===== src/sv/text_console_writer_macros.svh =====
// Assertion macros used by the text console writer sequencer.
`ifndef TEXT_CONSOLE_WRITER_MACROS_SVH
`define TEXT_CONSOLE_WRITER_MACROS_SVH

// Same-cycle implication, checked on clk and disabled while rst is high.
`define TCW_ASSERT_SAME(name, ante, cons, msg) \
  name: assert property (@(posedge clk) disable iff (rst) (ante) |-> (cons)) \
    else $error(msg);

// Next-cycle implication, checked on clk and disabled while rst is high.
`define TCW_ASSERT_NEXT(name, ante, cons, msg) \
  name: assert property (@(posedge clk) disable iff (rst) (ante) |=> (cons)) \
    else $error(msg);

`endif


===== src/sv/tcw_pkg.sv =====
// Package with the types and fixed constants of the text console writer.
package tcw_pkg;

  // Fixed widths of the item and result fields.
  localparam int KIND_W      = 2;
  localparam int CHAR_W      = 8;
  localparam int INDEX_W     = 11;
  localparam int WORD_W      = 16;
  localparam int COL_OUT_W   = 7;
  localparam int ROW_OUT_W   = 5;
  localparam int ATTR_W      = 8;
  localparam int CFG_INDEX_W = 1;
  localparam int CFG_DATA_W  = 8;

  // Operation codes carried by the kind field.
  localparam logic [KIND_W-1:0] KIND_PUT       = 2'd0;
  localparam logic [KIND_W-1:0] KIND_BACKSPACE = 2'd1;
  localparam logic [KIND_W-1:0] KIND_CLEAR     = 2'd2;
  localparam logic [KIND_W-1:0] KIND_READ      = 2'd3;

  // Configuration register indexes.
  localparam logic [CFG_INDEX_W-1:0] CFG_TEXT_ATTRIBUTE = 1'b0;
  localparam logic [CFG_INDEX_W-1:0] CFG_CURSOR_VISIBLE = 1'b1;

  // Character and attribute constants.
  localparam logic [CHAR_W-1:0] CHAR_NEWLINE    = 8'h0A;
  localparam logic [CHAR_W-1:0] CHAR_SPACE      = 8'h20;
  localparam logic [CHAR_W-1:0] CHAR_UNDERSCORE = 8'h5F;
  localparam logic [ATTR_W-1:0] BLANK_ATTR      = 8'h0F;
  localparam logic [WORD_W-1:0] BLANK_CELL      = {BLANK_ATTR, CHAR_SPACE};

  // Register reset values.
  localparam logic [ATTR_W-1:0] TEXT_ATTRIBUTE_RESET = 8'h0F;
  localparam logic              CURSOR_VISIBLE_RESET = 1'b1;

  // Configuration as seen by the sequencer.
  typedef struct packed {
    logic [ATTR_W-1:0] text_attribute;
    logic              cursor_visible;
  } cfg_t;

endpackage


===== src/sv/tcw_ctrl.sv =====
// Sequencer of the text console writer: cursor state, copy pointer and memory control.
`include "text_console_writer_macros.svh"

module tcw_ctrl #(
  parameter int COLUMNS = 80,
  parameter int ROWS    = 25,
  parameter int CW      = 7,
  parameter int RW      = 5,
  parameter int AW      = 11
) (
  input  logic                        clk,
  input  logic                        rst,
  input  tcw_pkg::cfg_t               cfg,
  input  logic                        start,
  output logic                        busy,
  input  logic [tcw_pkg::KIND_W-1:0]  kind,
  input  logic [tcw_pkg::CHAR_W-1:0]  char_code,
  input  logic                        may_erase,
  input  logic [tcw_pkg::INDEX_W-1:0] cell_index,
  output logic                        done,
  output logic [tcw_pkg::WORD_W-1:0]  cell_word,
  output logic [CW-1:0]               col,
  output logic [RW-1:0]               row,
  output logic                        mem_wr_en,
  output logic [AW-1:0]               mem_wr_addr,
  output logic [tcw_pkg::WORD_W-1:0]  mem_wr_data,
  output logic [AW-1:0]               mem_rd_addr,
  input  logic [tcw_pkg::WORD_W-1:0]  mem_rd_data
);

  localparam int CELL_COUNT = COLUMNS * ROWS;
  localparam logic [AW-1:0] LAST_CELL = AW'(CELL_COUNT - 1);
  localparam logic [AW-1:0] ROW_SIZE  = AW'(COLUMNS);
  localparam logic [AW-1:0] FILL_BASE = AW'(CELL_COUNT - COLUMNS);
  localparam logic [CW-1:0] COL_LAST  = CW'(COLUMNS - 1);
  localparam logic [RW-1:0] ROW_LAST  = RW'(ROWS - 1);

  typedef enum logic [5:0] {
    S_INIT   = 6'b000001,
    S_IDLE   = 6'b000010,
    S_SCROLL = 6'b000100,
    S_FILL   = 6'b001000,
    S_CURSOR = 6'b010000,
    S_READ   = 6'b100000
  } state_t;

  state_t                     state;
  logic [AW-1:0]              ptr;
  logic                       pend;
  logic [AW-1:0]              pend_addr;
  logic [tcw_pkg::KIND_W-1:0] op;
  logic                       read_ok;
  logic [AW-1:0]              cur_addr;
  logic                       is_newline;
  logic                       index_ok;

  assign busy       = (state != S_IDLE);
  assign is_newline = (char_code == tcw_pkg::CHAR_NEWLINE);
  assign index_ok   = (32'(cell_index) < 32'(CELL_COUNT));

  // Linear address of the cursor cell.
  assign cur_addr = AW'(AW'(row) * ROW_SIZE) + AW'(col);

  // Memory port selection for each state.
  always_comb begin
    mem_wr_en   = 1'b0;
    mem_wr_addr = cur_addr;
    mem_wr_data = tcw_pkg::BLANK_CELL;
    mem_rd_addr = AW'(cell_index);
    case (state)
      S_INIT: begin
        mem_wr_en   = 1'b1;
        mem_wr_addr = ptr;
      end
      S_IDLE: begin
        if (start && (kind == tcw_pkg::KIND_PUT)) begin
          mem_wr_en = 1'b1;
          if (!is_newline) begin
            mem_wr_data = {cfg.text_attribute, char_code};
          end
        end
      end
      S_SCROLL: begin
        mem_rd_addr = ptr;
        mem_wr_en   = pend;
        mem_wr_addr = pend_addr;
        mem_wr_data = mem_rd_data;
      end
      S_FILL: begin
        mem_wr_en = 1'b1;
        if (pend) begin
          mem_wr_addr = pend_addr;
          mem_wr_data = mem_rd_data;
        end else begin
          mem_wr_addr = ptr;
        end
      end
      S_CURSOR: begin
        mem_wr_en   = 1'b1;
        mem_wr_data = {tcw_pkg::BLANK_ATTR, cfg.cursor_visible ?
                       tcw_pkg::CHAR_UNDERSCORE : tcw_pkg::CHAR_SPACE};
      end
      default: begin
        mem_wr_en = 1'b0;
      end
    endcase
  end

  // Sequencer, cursor registers and result register.
  always_ff @(posedge clk) begin
    if (rst) begin
      state <= S_INIT;
      ptr   <= '0;
      pend  <= 1'b0;
      col   <= '0;
      row   <= '0;
      done  <= 1'b0;
    end else begin
      done <= 1'b0;
      case (state)
        S_INIT: begin
          ptr <= ptr + 1'b1;
          if (ptr == LAST_CELL) begin
            state <= S_IDLE;
          end
        end
        S_IDLE: begin
          if (start) begin
            op        <= kind;
            cell_word <= '0;
            case (kind)
              tcw_pkg::KIND_PUT: begin
                if (is_newline || (col == COL_LAST)) begin
                  col <= '0;
                  if (row == ROW_LAST) begin
                    ptr   <= ROW_SIZE;
                    state <= S_SCROLL;
                  end else begin
                    row   <= row + 1'b1;
                    state <= S_CURSOR;
                  end
                end else begin
                  col   <= col + 1'b1;
                  state <= S_CURSOR;
                end
              end
              tcw_pkg::KIND_BACKSPACE: begin
                if (may_erase && !((col == '0) && (row == '0))) begin
                  if (col == '0) begin
                    col <= COL_LAST;
                    row <= row - 1'b1;
                  end else begin
                    col <= col - 1'b1;
                  end
                  state <= S_CURSOR;
                end else begin
                  done <= 1'b1;
                end
              end
              tcw_pkg::KIND_CLEAR: begin
                col   <= '0;
                row   <= '0;
                ptr   <= '0;
                state <= S_FILL;
              end
              default: begin
                read_ok <= index_ok;
                state   <= S_READ;
              end
            endcase
          end
        end
        S_SCROLL: begin
          // Read one row ahead and write the word back one row up.
          pend      <= 1'b1;
          pend_addr <= ptr - ROW_SIZE;
          ptr       <= ptr + 1'b1;
          if (ptr == LAST_CELL) begin
            ptr   <= FILL_BASE;
            state <= S_FILL;
          end
        end
        S_FILL: begin
          if (pend) begin
            pend <= 1'b0;
          end else begin
            ptr <= ptr + 1'b1;
            if (ptr == LAST_CELL) begin
              if (op == tcw_pkg::KIND_CLEAR) begin
                done  <= 1'b1;
                state <= S_IDLE;
              end else begin
                state <= S_CURSOR;
              end
            end
          end
        end
        S_CURSOR: begin
          done  <= 1'b1;
          state <= S_IDLE;
        end
        S_READ: begin
          done      <= 1'b1;
          cell_word <= read_ok ? mem_rd_data : '0;
          state     <= S_IDLE;
        end
        default: begin
          state <= S_IDLE;
        end
      endcase
    end
  end

  // A result only shows once the sequencer is back in idle.
  `TCW_ASSERT_SAME(a_done_idle, done, state == S_IDLE, "result strobe outside idle")
  // The cursor stays on the screen.
  `TCW_ASSERT_SAME(a_cursor_range, 1'b1, (col <= COL_LAST) && (row <= ROW_LAST), "cursor off screen")
  // An accepted read goes straight to the read state.
  `TCW_ASSERT_NEXT(a_read_path, start && !busy && (kind == tcw_pkg::KIND_READ), state == S_READ, "read not started")
  // The scroll copy never reads from the top row.
  `TCW_ASSERT_SAME(a_scroll_ptr, state == S_SCROLL, ptr >= ROW_SIZE, "scroll pointer in top row")

endmodule


===== config.mk =====
export PLATFORM = sky130hd
export DESIGN_NAME = tcw_ctrl
export DESIGN_NICKNAME = d
export VERILOG_FILES = /design/src/sv/tcw_pkg.sv /design/src/sv/tcw_ctrl.sv
export VERILOG_INCLUDE_DIRS = /design/src /design/src/sv
export SDC_FILE = /design/constraint.sdc
export NUM_CORES = 1
export LEC_CHECK = 0
export BUFFER_PORTS_ARGS = -buffer_cell sky130_fd_sc_hd__clkbuf_2
export CORE_UTILIZATION = 38
export CTS_CLUSTER_DIAMETER = 120
export DETAILED_ROUTE_END_ITERATION = 8
export GPL_TIMING_DRIVEN = 1
export SYNTH_ARGS = -nofsm -noshare
export SYNTH_HDL_FRONTEND = slang
export SYNTH_SLANG_ARGS = --single-unit

===== constraint.sdc =====
create_clock -name clk -period 2.65 [get_ports clk]
set_input_delay 0.265 -clock clk [delete_from_list [all_inputs] [get_ports clk]]
set_output_delay 0.265 -clock clk [all_outputs]
set_load 0.01 [all_outputs]

# Word level (Yosys, flattened, before mapping)
# Cells that the tools add are included.
# op_classes
n_lt_le_gt_ge	1
n_addsub	7
mul	1
bitwise	2
n_reduce_logical	23
mux	48
eq_ne	27
# op_table
cell	count
2-to-1 mux 16 bit	5
2-to-1 mux 11 bit	7
one-hot mux 16 bit (4 select lines)	1
one-hot mux 11 bit (4 select lines)	1
2-to-1 mux 6 bit	7
one-hot mux 11 bit (3 select lines)	1
one-hot mux 16 bit (2 select lines)	1
2-to-1 mux 5 bit	6
2-to-1 mux 7 bit	4
one-hot mux 6 bit (4 select lines)	1
one-hot mux 11 bit (2 select lines)	1
one-hot mux 7 bit (3 select lines)	1
one-hot mux 6 bit (3 select lines)	1
inequality test 2 bit (second input constant)	8
one-hot mux 5 bit (3 select lines)	1
AND reduction 6 bit	2
adder 11 x 1 -> 11 bit (second input constant)	1
adder 11 x 7 -> 11 bit	1
== test 11 bit (second input constant)	1
< comparator 11 bit (second input constant)	1
subtractor 11 x 7 -> 11 bit (second input constant)	1
inequality test 3 bit (second input constant)	3
== test 8 x 4 -> 1 bit (second input constant)	1
AND reduction 4 bit	2
other kinds (36)	50
# totals
inputBits	50
out_inout_bits	69
register_bits	61

# Longest topological paths before layout
# Gate-level depths: netlist of run 1.
# logic_depth
ltp_word	8
mapped_depth	10
mapped_depth_nobuf	10

# Least setup slack after synthesis of run 1
# Ideal clock, no wire load.
# synth_path
path_kind	flip-flop to output port
startpoint	reg row[3]
endpoint	out mem_wr_addr[10]
path_stages_with_launch	10
setup_slack_ns	0.010
n_path_buf	0
arrival_time_ns	2.375
path_cell_list	dfxtp_1 -> ha_1 -> ha_1 -> fa_1 -> xor2_1 -> o2111ai_1 -> xnor2_1 -> xnor2_1 -> a222oi_1 -> inv_1
# synth_between
elab_chain_len	3
# synth_lines
item	line_no	rtl
from (decl)	tcw_ctrl.sv:23	output logic [RW-1:0] row,
from (signal assigned)	tcw_ctrl.sv:139	row <= row + 1'b1;
from (signal assigned)	tcw_ctrl.sv:151	row <= row - 1'b1;
multiplier 5 x 3 -> 7 bit	tcw_ctrl.sv:62	assign cur_addr = AW'(AW'(row) * ROW_SIZE) + AW'(col);
adder 11 x 7 -> 11 bit	tcw_ctrl.sv:62	
one-hot mux 11 bit (3 select lines)	tcw_ctrl.sv:70	case (state)
to (decl)	tcw_ctrl.sv:25	output logic [AW-1:0] mem_wr_addr,
# Every way passes these cells.

# Worst setup path in the final report of run 1
# Ends and elaborated chain as after synthesis.

==> summary.md, run 1 <==
| Metric | Value |
|---|---|
| Layout cell share with drive strength beyond 1 | `30.4%` |
| DP Wirelength | `9780 um` |
| CP Max Fanout | `2` |
| Crit path max-delay cell type | `fa_2` |
| Chip width | `~110 um` |
| Core Area | `between 10,000 and 15,000 sq um` |
| CTS clock-pin slew for the worst setup and hold paths | `0.05 ns` |
| Mux contribution to synthesized area | `less than 1%` |
| Tot Pwr | `between 2000 and 3000 uW` |
| Violated checks | `setup timing` |
| Max-cap violations | `0` |
| Final hold violations | `0` |
| I/O pin cnt | `119` |
| Max-slew violations | `0` |
| Sinks on Clock Net | `61` |
| WL/cell | `16.5 um` |
| Total global routing overflow | `0` |
| HP Class | `in -> reg` |
| Ys async rst share | `0%` |
| Slew @ Worst Pin | `about 0.65 ns` |
| Share of power burned in registers | `between 40% and 50%` |
| Net Sw Power | `roughly 680 uW` |
| Layout Nets | `between 700 and 800` |
| Crit path depth | `9` |
| Die H | `108 um` |
| Final setup fails | `2` |
| TritonCTS clock tree | `built` |
| Reg2reg path depth | `7` |
| Final worst setup slack | `-0.151 ns` |
| CP cell instances | `ha_4 -> ha_4 -> fa_2 -> o2111ai_2 -> xnor2_1 -> xnor2_1 -> a222oi_1 -> inv_1 -> buf_2` |
| Synth Area in Compound Gates | `about a fifth` |
| Sequential-to-total area share from yosys stat | `a little over a third` |
| #FFs+latches synth | `just over 60` |
| All-Layer GR Usage | `roughly 22%` |
| Main combinational cell family by area after synthesis | `simple AND/OR/NAND/NOR gates` |
| Antenna Nets Post-Route | `0` |
| Port-buffer cells | `~120` |
| Post-Synth XOR/XNOR Area | `3.06%` |
| H-tree Lvls | `3` |
| Adder and majority gate portion of the synthesized area | `around 8.4%` |
| Post-synth EDFFs | `30` |
| Critical path capture point type | `output port` |
| P_int | `1860 uW` |
| Worst hold path depth | `1` |
| Delay-heaviest family, CP | `adder cells` |
| RD Place Congestion | `roughly 0.85` |
| Post-Syn Area per Cell | `between 8 and 9 sq um` |
| Clk Latency, worst-skew pair | `0.33 ns` |
| Unrepaired setup endpoints after global routing | `yes` |
| Synth Instances | `about 500` |
| Net Sw Frac | `26.7%` |
| First-pass GRT wire length | `19,900 um` |
| Normalized max-slew margin | `between 50 and 60%` |
| Rows | `38` |
| DRT Pass-1 Iters | `5` |
| Layout area overhead | `28.8%` |
| Simple-Gate Fraction of Synth Area | `roughly a quarter` |
| Via count | `around 4,400` |
| Final clock skew | `0.00830 ns` |
| Total CTS buffers | `9` |
| Clock power share | `a little over two fifths` |
| Critical path class | `reg -> out` |
| Initial Utilization | `approximately 40%` |
| Clock root cell | `clkbuf_16` |
| Die ar. | `around 12,000 sq um` |
| Startpoint Class | `register` |
| Final Cycle Share | `106%` |
| Initial antenna violation count | `0` |
| Total negative slack | `-0.158 ns` |
| Cell variety after synth | `between 70 and 80` |
| Leak | `~0.0024 uW` |
| Status | `finished, violations left` |
| Combinational share of power | `16.9%` |
| Bufs and invs on worst path | `2` |
| Primary FF master, synth | `dfxtp_1` |
| Largest net degree at the start of global routing | `30` |
| CP Data Arrival Time | `approximately 2.5 ns` |
| Final min period | `2.80 ns` |
| Fmax | `about 0.36 GHz` |
| Largest stage delay on the critical path | `~0.55 ns` |
| Vias in the first global route | `around 4,000` |
| Ant diodes | `0` |
| First DRT Iteration DRCs | `slightly below 200` |
| Critical Path RT | `between 2 and 2.5 ns` |
| Syn nets | `around 580` |
| Clk buf depth | `2` |
| Ys Warns | `0` |
| Synthesized area | `between 4000 and 5000 sq um` |
| Pwr Density | `458 nW/um^2` |
| Post-Route WL | `approximately 13,000 um` |
| Remaining DRCs | `0` |
| Vias per cell | `5.57` |
| VDD IR-drop max | `about 0.21 mV` |
## kinds of logic (layout without fill, tap and decap cells)
| logic type | Yosys count | count (layout) |
|---|---|---|
| muxes | 3 | 3 |
| adders and majority gates | 27 | 27 |
| DFF | 61 | 61 |
| buffers and inverters | 46 | 188 |
| xor gates and xnor gates | 15 | 15 |
| AOI/OAI and AO/OA | 133 | 134 |
| and+or+nand+nor | 216 | 216 |
## registers in the layout (all words and copies together) (netlist names)
| register | count |
|---|---|
| read_ok | 1 |
| state | 6 |
| op | 2 |
| pend_addr | 11 |
| col | 7 |
| cell_word | 16 |
| row | 5 |
| done | 1 |
| ptr | 11 |
| pend | 1 |
## routing by layer
metal | wire [um] | track usage [%] | vias to the layer above
li1 | - | - | 2112
met1 | 5750 | 28.7 | 2043
met2 | 6140 | 37.3 | 193
met3 | 862 | 3.32 | 19
met4 | 218 | 8.40 | 0
met5 | 0 | 0 | -
## repair_timing
item                       4_1_cts  5_1_grt
buffers inserted                 2        2
pin swaps                        8        6
cloned                           0        1
hold buffers                     0        0
resized for setup                8        9
setup endpoints to repair        1       10
hold endpoints to repair         0        0
## path summary, 6_finish.rpt
kind           start              end  slack [ns]
min reg2reg   col[0]           col[0]        0.55
max reg2reg   col[1]           ptr[6]        0.15
min          kind[0]            op[0]        0.18
max           row[3]  mem_wr_addr[10]       -0.15
## power groups by stage
| stage | Clock (uW) | Combinational, uW | Sequential [uW] |
|---|---|---|---|
| after floorplan | 0 | 219 | 1040 |
| after global placement | 0 | 413 | 1030 |
| after detailed placement | 0 | 416 | 1040 |
| after CTS | 1100 | 418 | 1020 |
| after global routing | 1150 | 464 | 1020 |
| final | 1090 | 428 | 1020 |
## layout by cell type, fill, tap and decap left out, drive strengths merged, types with 4 or more instances in the layout
master,Yosys,routed
clkbuf,18,130
nand2,71,71
buf,10,38
o21ai,38,38
a21oi,36,36
nor2,31,31
dfxtp,31,31
edfxtp,30,30
ha,24,24
nand3,21,21
and2,20,20
inv,17,17
nor3,15,15
a22oi,10,10
and3,10,10
nor2b,10,10
xor2,9,9
a221o,7,7
nand2b,7,7
or3,7,7
xnor2,6,6
a22o,5,5
nor4,5,5
nor3b,4,4
o32ai,4,4
o22ai,4,4
a31oi,4,4
## Yosys cell counts (14+ instances only)
cell type / instances / area (sq um)
a21oi_1: 36 / 180
and2_1: 19 / 119
clkbuf_1: 17 / 63.8
dfxtp_1: 31 / 621
edfxtp_1: 30 / 901
ha_1: 24 / 300
inv_1: 17 / 63.8
nand2_1: 70 / 263
nand3_1: 20 / 100
nor2_1: 30 / 113
nor3_1: 14 / 70.1
o21ai_0: 37 / 185
## per-stage QoR
stage / utilization, % / std cells / hold WS (ns) / cell area, sq um / setup slack (ns)
floorplan: - / 501 / 0.364 / 4290 / 0.0105
detailed placement: 47.1 / 763 / 0.519 / 5150 / -0.00830
global placement: 47.1 / 763 / 0.504 / 5150 / 0.0690
finish: 50.6 / 784 / 0.182 / 5530 / -0.151
CTS: 50.2 / 781 / 0.179 / 5490 / -0.185
global route: 50.6 / 784 / 0.188 / 5530 / -0.267
## final cells by class
| class | instances | area (sq um) |
|---|---|---|
| fillers | 1083 | 5410 |
| multi-input cells | 395 | 2620 |
| clock inverters | 2 | 10.0 |
| repair buffers | 154 | 861 |
| inverters | 18 | 72.6 |
| well taps | 140 | 175 |
| clock buffers | 14 | 264 |
| flip-flops and latches | 61 | 1530 |
(Power assumes the default switching activity.)
==> inputs of run 2 (changes only) <==
--- a/config.mk
+++ b/config.mk
@@ -7,10 +7,13 @@
 export NUM_CORES = 1
 export LEC_CHECK = 0
 export BUFFER_PORTS_ARGS = -buffer_cell sky130_fd_sc_hd__clkbuf_2
+export CELL_PAD_IN_SITES_DETAIL_PLACEMENT = 0
+export CELL_PAD_IN_SITES_GLOBAL_PLACEMENT = 1
 export CORE_UTILIZATION = 38
 export CTS_CLUSTER_DIAMETER = 120
 export DETAILED_ROUTE_END_ITERATION = 8
 export GPL_TIMING_DRIVEN = 1
+export PLACE_DENSITY_LB_ADDON = 0.1
 export SYNTH_ARGS = -nofsm -noshare
 export SYNTH_HDL_FRONTEND = slang
 export SYNTH_SLANG_ARGS = --single-unit
==> run 2 against run 1 <==
The flow still finishes with violations (setup timing). Total power down 1.4%. Critical endpoint unchanged. Critical path depth is the same. Sequential share of layout area fell by 0.13 points. Clock-buffer cell count did not move. Sequential cell count unchanged. Worst hold slack improved by 0.0014 ns. Fmax decreased by 0.54%. Via count shrank 1.0%. Global-route usage up 0.85 points. Highest routed layer unchanged. Routed wire length is 2.2% higher. Sequential power about the same. Combinational power barely moved.
==> summary.md, run 2 (synthesized netlist as in run 1, its figures left out) <==
| Metric | Value |
|---|---|
| Status | `finished, violations left` |
| Violated checks | `setup timing` |
| Final worst setup slack | `-0.166 ns (-0.0153 ns)` |
| Normalized max-slew margin | `63.4% (+6.6 points)` |
| Post-layout util | `50.8% (+0.24 points)` |
| Layout cell share with drive strength beyond 1 | `31.0% (+0.54 points)` |
| # fillers | `1,074 (-0.83%)` |
| Total CTS buffers | `9 (unchanged)` |
| Die ar. | `11,700 sq um (unchanged)` |
| Finished Cell Area | `5560 sq um (+0.48%)` |
| Port-buffer cells | `118 (unchanged)` |
| Layout Nets | `721 (+0.70%)` |
| HP Class | `in -> reg` |
| Vias in the first global route | `3,937 (-0.68%)` |
| TritonCTS clock tree | `built` |
| Max-cap violations | `0 (unchanged)` |
| M1 GR Usage | `29.6% (+0.94 points)` |
| Final min period | `2.82 ns (+0.0153 ns)` |
| Top reg by flops | `cell_word` |
| First-pass GRT wire length | `20,600 um (+3.5%)` |
| Remaining DRCs | `0 (unchanged)` |
| Final Cycle Share | `106% (+0.58 points)` |
| Clk Latency, worst-skew pair | `0.33 ns (about the same)` |
| Met3 Resource Use GR | `3.44% (+0.12 points)` |
| H-tree Lvls | `3 (unchanged)` |
| All-Layer GR Usage | `23.0% (+0.85 points)` |
| CP Max Fanout | `2 (unchanged)` |
| Fmax | `0.355 GHz (-0.54%)` |
| Multi-input logic area | `2610 sq um (-0.33%)` |
| Register area | `1530 sq um (unchanged)` |
| Critical Path RT | `2.38 ns (about the same)` |
| Largest register FFs | `16 (unchanged)` |
| Vias per cell | `5.48 (-1.6%)` |
| Post-Route WL | `13,300 um (+2.2%)` |
| I/O pin cnt | `119 (unchanged)` |
| Max-slew violations | `0 (unchanged)` |
| Initial antenna violation count | `0 (unchanged)` |
| Sinks on Clock Net | `61 (unchanged)` |
| Rows | `38 (unchanged)` |
| Final hold violations | `0 (unchanged)` |
| Ant diodes | `0 (unchanged)` |
| Placed cell area | `5210 sq um (+1.2%)` |
| Die H | `108 um (unchanged)` |
| Hold_buf cts | `0 (unchanged)` |
| Layout area overhead | `29.4%` |
| CP Data Arrival Time | `2.55 ns (about the same)` |
| Largest net degree at the start of global routing | `18 (-40%)` |
| Core Area | `10,900 sq um (unchanged)` |
| Startpoint Class | `register` |
| Critical path class | `reg -> out` |
| Commonest non-fill, non-tap cell in the layout | `clkbuf_2` |
| Clock root cell | `clkbuf_16` |
| Tot Pwr | `2500 uW (-1.4%)` |
| Most frequent cells in the layout | `clkbuf_2 (116), nand2_1 (69), buf_4 (42)` |
| Final setup fails | `1 (-1)` |
| Via count | `4,323 (-1.0%)` |
| Leak | `0.00238 uW (+0.57%)` |
| CTS clock-pin slew for the worst setup and hold paths | `0.05 ns (about the same)` |
| RD Place Congestion | `0.807 (-5.5%)` |
| Unrepaired setup endpoints after global routing | `yes` |
| Total global routing overflow | `0 (unchanged)` |
| Pwr Density | `450 nW/um^2 (-1.8%)` |
| Slew @ Worst Pin | `0.548 ns (-0.101 ns)` |
| Antenna Nets Post-Route | `0 (unchanged)` |
| DP Wirelength | `10,200 um (+4.5%)` |
| Initial Utilization | `39.2% (unchanged)` |
| Busiest metal layer after global routing | `met2` |
| First DRT Iteration DRCs | `174 (-9.8%)` |
| Largest registers | `cell_word x16, pend_addr x11, ptr x11` |
| Final clock skew | `0.0100 ns (+0.00170 ns)` |
| DRT Pass-1 Iters | `4 (-1)` |
| Chip width | `108 um (unchanged)` |
| Met2 Use GR | `38.9% (+1.7 points)` |
| Critical path capture point type | `output port` |
| Clk buf depth | `2 (unchanged)` |
| VDD IR-drop max | `0.221 mV (+4.5%)` |
| WL/cell | `16.8 um (+1.5%)` |
==> run 2: repair_timing <==
action,in CTS,in global routing
pin swaps,8,5
resized for setup,7,11
setup buffers,1,1
cloned,0,0
endpoints found under the setup margin,1,9
==> run 2: cell type report <==
| type | count | share of cell area (%) |
|---|---|---|
| Clock buffer | 14 | 4.57 |
| Timing Repair Buffer | 160 | 16.3 |
| Clock inverter | 2 | 0.180 |
| Multi-Input combinational cell | 394 | 47.0 |
| Tap cell | 140 | 3.15 |
| Sequential cell | 61 | 27.5 |
| Inverter | 18 | 1.31 |
==> run 2: report_power, final <==
| group | switching (uW) | leakage, uW | internal [uW] |
|---|---|---|---|
| Combinational | 257 | 0.00172 | 174 |
| Clock | 395 | 0.000131 | 655 |
| Sequential | 14.2 | 0.000527 | 1000 |
| Total | 666 | 0.00238 | 1830 |
==> run 2: final timing paths <==
kind | startpoint | to | slack (ns) | cells past startpoint
setup / recovery | row[3] | mem_wr_addr[10] | -0.17 | 9
hold / removal | kind[0] | op[0] | 0.18 | 1
setup reg to reg | col[1] | ptr[6] | 0.17 | 7
hold reg to reg | col[0] | col[0] | 0.53 | 1
==> run 2: per-layer routing <==
layer	up-vias	part of all wire [%]	wire length, um
met5	-	0	0
met4	0	1.7	223
met3	17	6.3	832
met2	166	48	6310
met1	2019	44	5890
li1	2121	-	-
==> run 2: worst max-delay path: stages (launching register included) <==
cell and delay, ns:
dfxtp_2 0.33, ha_4 0.24, ha_4 0.16, fa_2 0.56, o2111ai_2 0.12, xnor2_1 0.16
xnor2_1 0.13, a222oi_1 0.31, inv_1 0.07, buf_2 0.14
==> run 2: through the flow <==
step | hold slack, ns | instances | TNS, ns | worst slack, ns
after global routing | 0.187 | 789 | -0.262 | -0.258
after floorplan | 0.364 | 501 | 0 | 0.0105
final | 0.184 | 789 | -0.166 | -0.166
after global placement | 0.509 | 771 | 0 | 0.0701
after detailed placement | 0.506 | 771 | -0.0146 | -0.0146
after CTS | 0.177 | 788 | -0.220 | -0.220
==> inputs of run 3 (changes only) <==
--- a/config.mk
+++ b/config.mk
@@ -12,8 +12,8 @@
 export CORE_UTILIZATION = 38
 export CTS_CLUSTER_DIAMETER = 120
 export DETAILED_ROUTE_END_ITERATION = 8
-export GPL_TIMING_DRIVEN = 1
-export PLACE_DENSITY_LB_ADDON = 0.1
+export GPL_TIMING_DRIVEN = 0
+export PLACE_DENSITY = 0.85
 export SYNTH_ARGS = -nofsm -noshare
 export SYNTH_HDL_FRONTEND = slang
 export SYNTH_SLANG_ARGS = --single-unit
==> run 3 against run 2 <==
Clock-buffer cell count decreased by 3. Utilization fell by 0.26 points. Highest routed layer unchanged. Sequential cell count is the same. The flow still finishes with violations (setup timing). Worst setup slack lost 0.057 ns. Final area decreased by 0.52%. Sequential power about the same. Cell count decreased by 0.89%. Fmax down 2.0%. Critical path type unchanged. Die area unchanged.
==> summary.md, run 3 (synthesized netlist as in run 1, its figures left out) <==
| Metric | Value |
|---|---|
| Layout area overhead | `28.8%` |
| Max-slew violations | `0 (unchanged)` |
| Sinks on Clock Net | `61 (unchanged)` |
| Most frequent cells in the layout | `clkbuf_2 (123), nand2_1 (69), o21ai_0 (34), a21oi_1 (34), edfxtp_1 (30)` |
| Vias in the first global route | `4,144 (+5.3%)` |
| CP Max Fanout | `2 (unchanged)` |
| Tot Pwr | `2680 uW (+7.4%)` |
| Cell Count, Final, Fillers Out | `782 (-0.89%)` |
| Final hold violations | `0 (unchanged)` |
| Top reg by flops | `cell_word` |
| Largest register FFs | `16 (unchanged)` |
| Met1 wire length | `5830 um (-0.93%)` |
| Post-Route WL | `13,300 um (+0.48%)` |
| DP Wirelength | `10,200 um (-0.59%)` |
| CP cell instances | `ha_4 -> ha_4 -> fa_2 -> o2111ai_2 -> xnor2_1 -> xnor2_1 -> a222oi_1 -> inv_1 -> buf_2` |
| DRT Pass-1 Iters | `5 (+1)` |
| Unrepaired setup endpoints after global routing | `yes` |
| CP Data Arrival Time | `2.61 ns (+0.06 ns)` |
| Violated checks | `setup timing` |
| Antenna Nets Post-Route | `0 (unchanged)` |
| Clock root cell | `clkbuf_16` |
| Net Sw Power | `691 uW (+3.7%)` |
| Clk Latency, worst-skew pair | `0.33 ns (about the same)` |
| TritonCTS clock tree | `built` |
| Placed cell area | `5060 sq um (-3.0%)` |
| Final worst setup slack | `-0.224 ns (-0.0572 ns)` |
| Slew @ Worst Pin | `0.849 ns (+0.301 ns)` |
| Fmax | `0.348 GHz (-2.0%)` |
| Net Sw Frac | `25.8% (-0.91 points)` |
| Metal2 WL | `6270 um (-0.55%)` |
| Worst setup path start | `row[1]` |
| Initial Utilization | `39.2% (unchanged)` |
| Hold_buf cts | `0 (unchanged)` |
| I/O pin cnt | `119 (unchanged)` |
| Share of power burned in registers | `38.4% (-2.3 points)` |
| Critical Path RT | `2.38 ns (about the same)` |
| Highest Signal Layer | `met4` |
| # fillers | `1,074 (unchanged)` |
| Largest net degree at the start of global routing | `17 (-1)` |
| H-tree Lvls | `3 (unchanged)` |
| Cells after DPL | `759 (-1.6%)` |
| Rows | `38 (unchanged)` |
| Layout cell share with drive strength beyond 1 | `30.1% (-0.91 points)` |
| Via count | `4,405 (+1.9%)` |
| Clk buf depth | `2 (unchanged)` |
| Total negative slack | `-0.224 ns (-0.0572 ns)` |
| Chip width | `108 um (unchanged)` |
| First-pass GRT wire length | `20,700 um (+0.40%)` |
| Startpoint Class | `register` |
| Final min period | `2.87 ns (+0.0572 ns)` |
| Clock power share | `47.1% (+5.0 points)` |
| Combinational share of power | `14.5% (-2.7 points)` |
| Initial antenna violation count | `0 (unchanged)` |
| Vias per cell | `5.63 (+2.8%)` |
| Final clock skew | `0.00702 ns (-0.00298 ns)` |
| WL/cell | `17.0 um (+1.4%)` |
| RD Place Congestion | `0.922 (+14%)` |
| Hold_sp | `kind[0]` |
| Total CTS buffers | `9 (unchanged)` |
| Final Cycle Share | `108% (+2.2 points)` |
| RR Startpoint | `row[1]` |
| Status | `finished, violations left` |
| Die ar. | `11,700 sq um (unchanged)` |
| Final setup fails | `1 (unchanged)` |
| Ant diodes | `0 (unchanged)` |
| Critical path class | `reg -> out` |
| HP Class | `in -> reg` |
| P_int | `1990 uW (+8.7%)` |
| Die H | `108 um (unchanged)` |
| Crit path max-delay cell type | `fa_2` |
| Max-cap violations | `0 (unchanged)` |
| Critical path capture point type | `output port` |
| VDD IR-drop max | `0.245 mV (+11%)` |
| Largest stage delay on the critical path | `0.55 ns (about the same)` |
| Normalized max-slew margin | `43.4% (-20 points)` |
| Remaining DRCs | `0 (unchanged)` |
| CTS clock-pin slew for the worst setup and hold paths | `0.05 ns (about the same)` |
| Pwr Density | `485 nW/um^2 (+8.0%)` |
| All-Layer GR Usage | `23.1% (+0.093 points)` |
| Leak | `0.00232 uW (-2.3%)` |
| Multi-input logic area | `2630 sq um (+0.57%)` |
| Port-buffer cells | `118 (unchanged)` |
| Commonest non-fill, non-tap cell in the layout | `clkbuf_2` |
| Register area | `1540 sq um (+0.98%)` |
| Core Area | `10,900 sq um (unchanged)` |
| Finished Cell Area | `5530 sq um (-0.52%)` |
| Layout Nets | `714 (-0.97%)` |
| Largest registers | `cell_word x16, pend_addr x11, ptr x11` |
| Met3 wire len | `984 um (+18%)` |
| Total global routing overflow | `0 (unchanged)` |
| First DRT Iteration DRCs | `245 (+41%)` |
[run 3: routing by layer]
metal	vias up	GRT usage, %
met5	-	0
met4	0	8.40
met3	18	3.19
met2	204	39.1
met1	2074	30.0
li1	2109	-
[run 3: power by group through the flow]
stage | logic (uW) | registers (uW) | clock network [uW]
global route | 422 | 1030 | 1320
detailed placement | 365 | 1050 | 0
finish | 389 | 1030 | 1260
CTS | 369 | 1030 | 1280
floorplan | 219 | 1040 | 0
global placement | 361 | 1050 | 0
[run 3: final timing paths]
check	to	depth (start not counted)	slack [ns]
setup reg to reg	ptr[9]	8	0.17
hold / removal	op[0]	1	0.18
hold reg to reg	row[2]	2	0.52
setup / recovery	mem_wr_addr[10]	9	-0.22
[run 3: critical path, delay by kind of cell, from the launching register on]
kind,cells,cell delay (ns)
adder cells (fa/ha/maj),3,0.95
AO/OA/AOI/OAI,2,0.47
flip-flops,1,0.35
XOR/XNOR,2,0.30
buffers and inverters,2,0.22
[run 3: area by class of cell]
cell class / instances / area share, %
Timing Repair Buffer: 125 / 11.6
Multi-Input combinational cell: 394 / 47.5
Sequential cell: 61 / 27.9
Clock buffer: 11 / 4.39
Clock inverter: 5 / 1.34
Buffer: 28 / 2.74
Inverter: 18 / 1.31
Tap cell: 140 / 3.17
[run 3: stage by stage]
stage / setup slack, ns / util, % / hold WS (ns)
after floorplan: 0.0105 / - / 0.364
after global placement: -0.237 / 46.2 / 0.505
after detailed placement: -0.272 / 46.2 / 0.510
after CTS: -0.285 / 49.9 / 0.172
after global routing: -0.384 / 50.5 / 0.180
final: -0.224 / 50.5 / 0.181
[run 3: timing repair]
item | in CTS | in global routing
resized for setup | 18 | 21
buffers inserted | 4 | 3
endpoints found under the setup margin | 21 | 41
pin swaps | 7 | 7
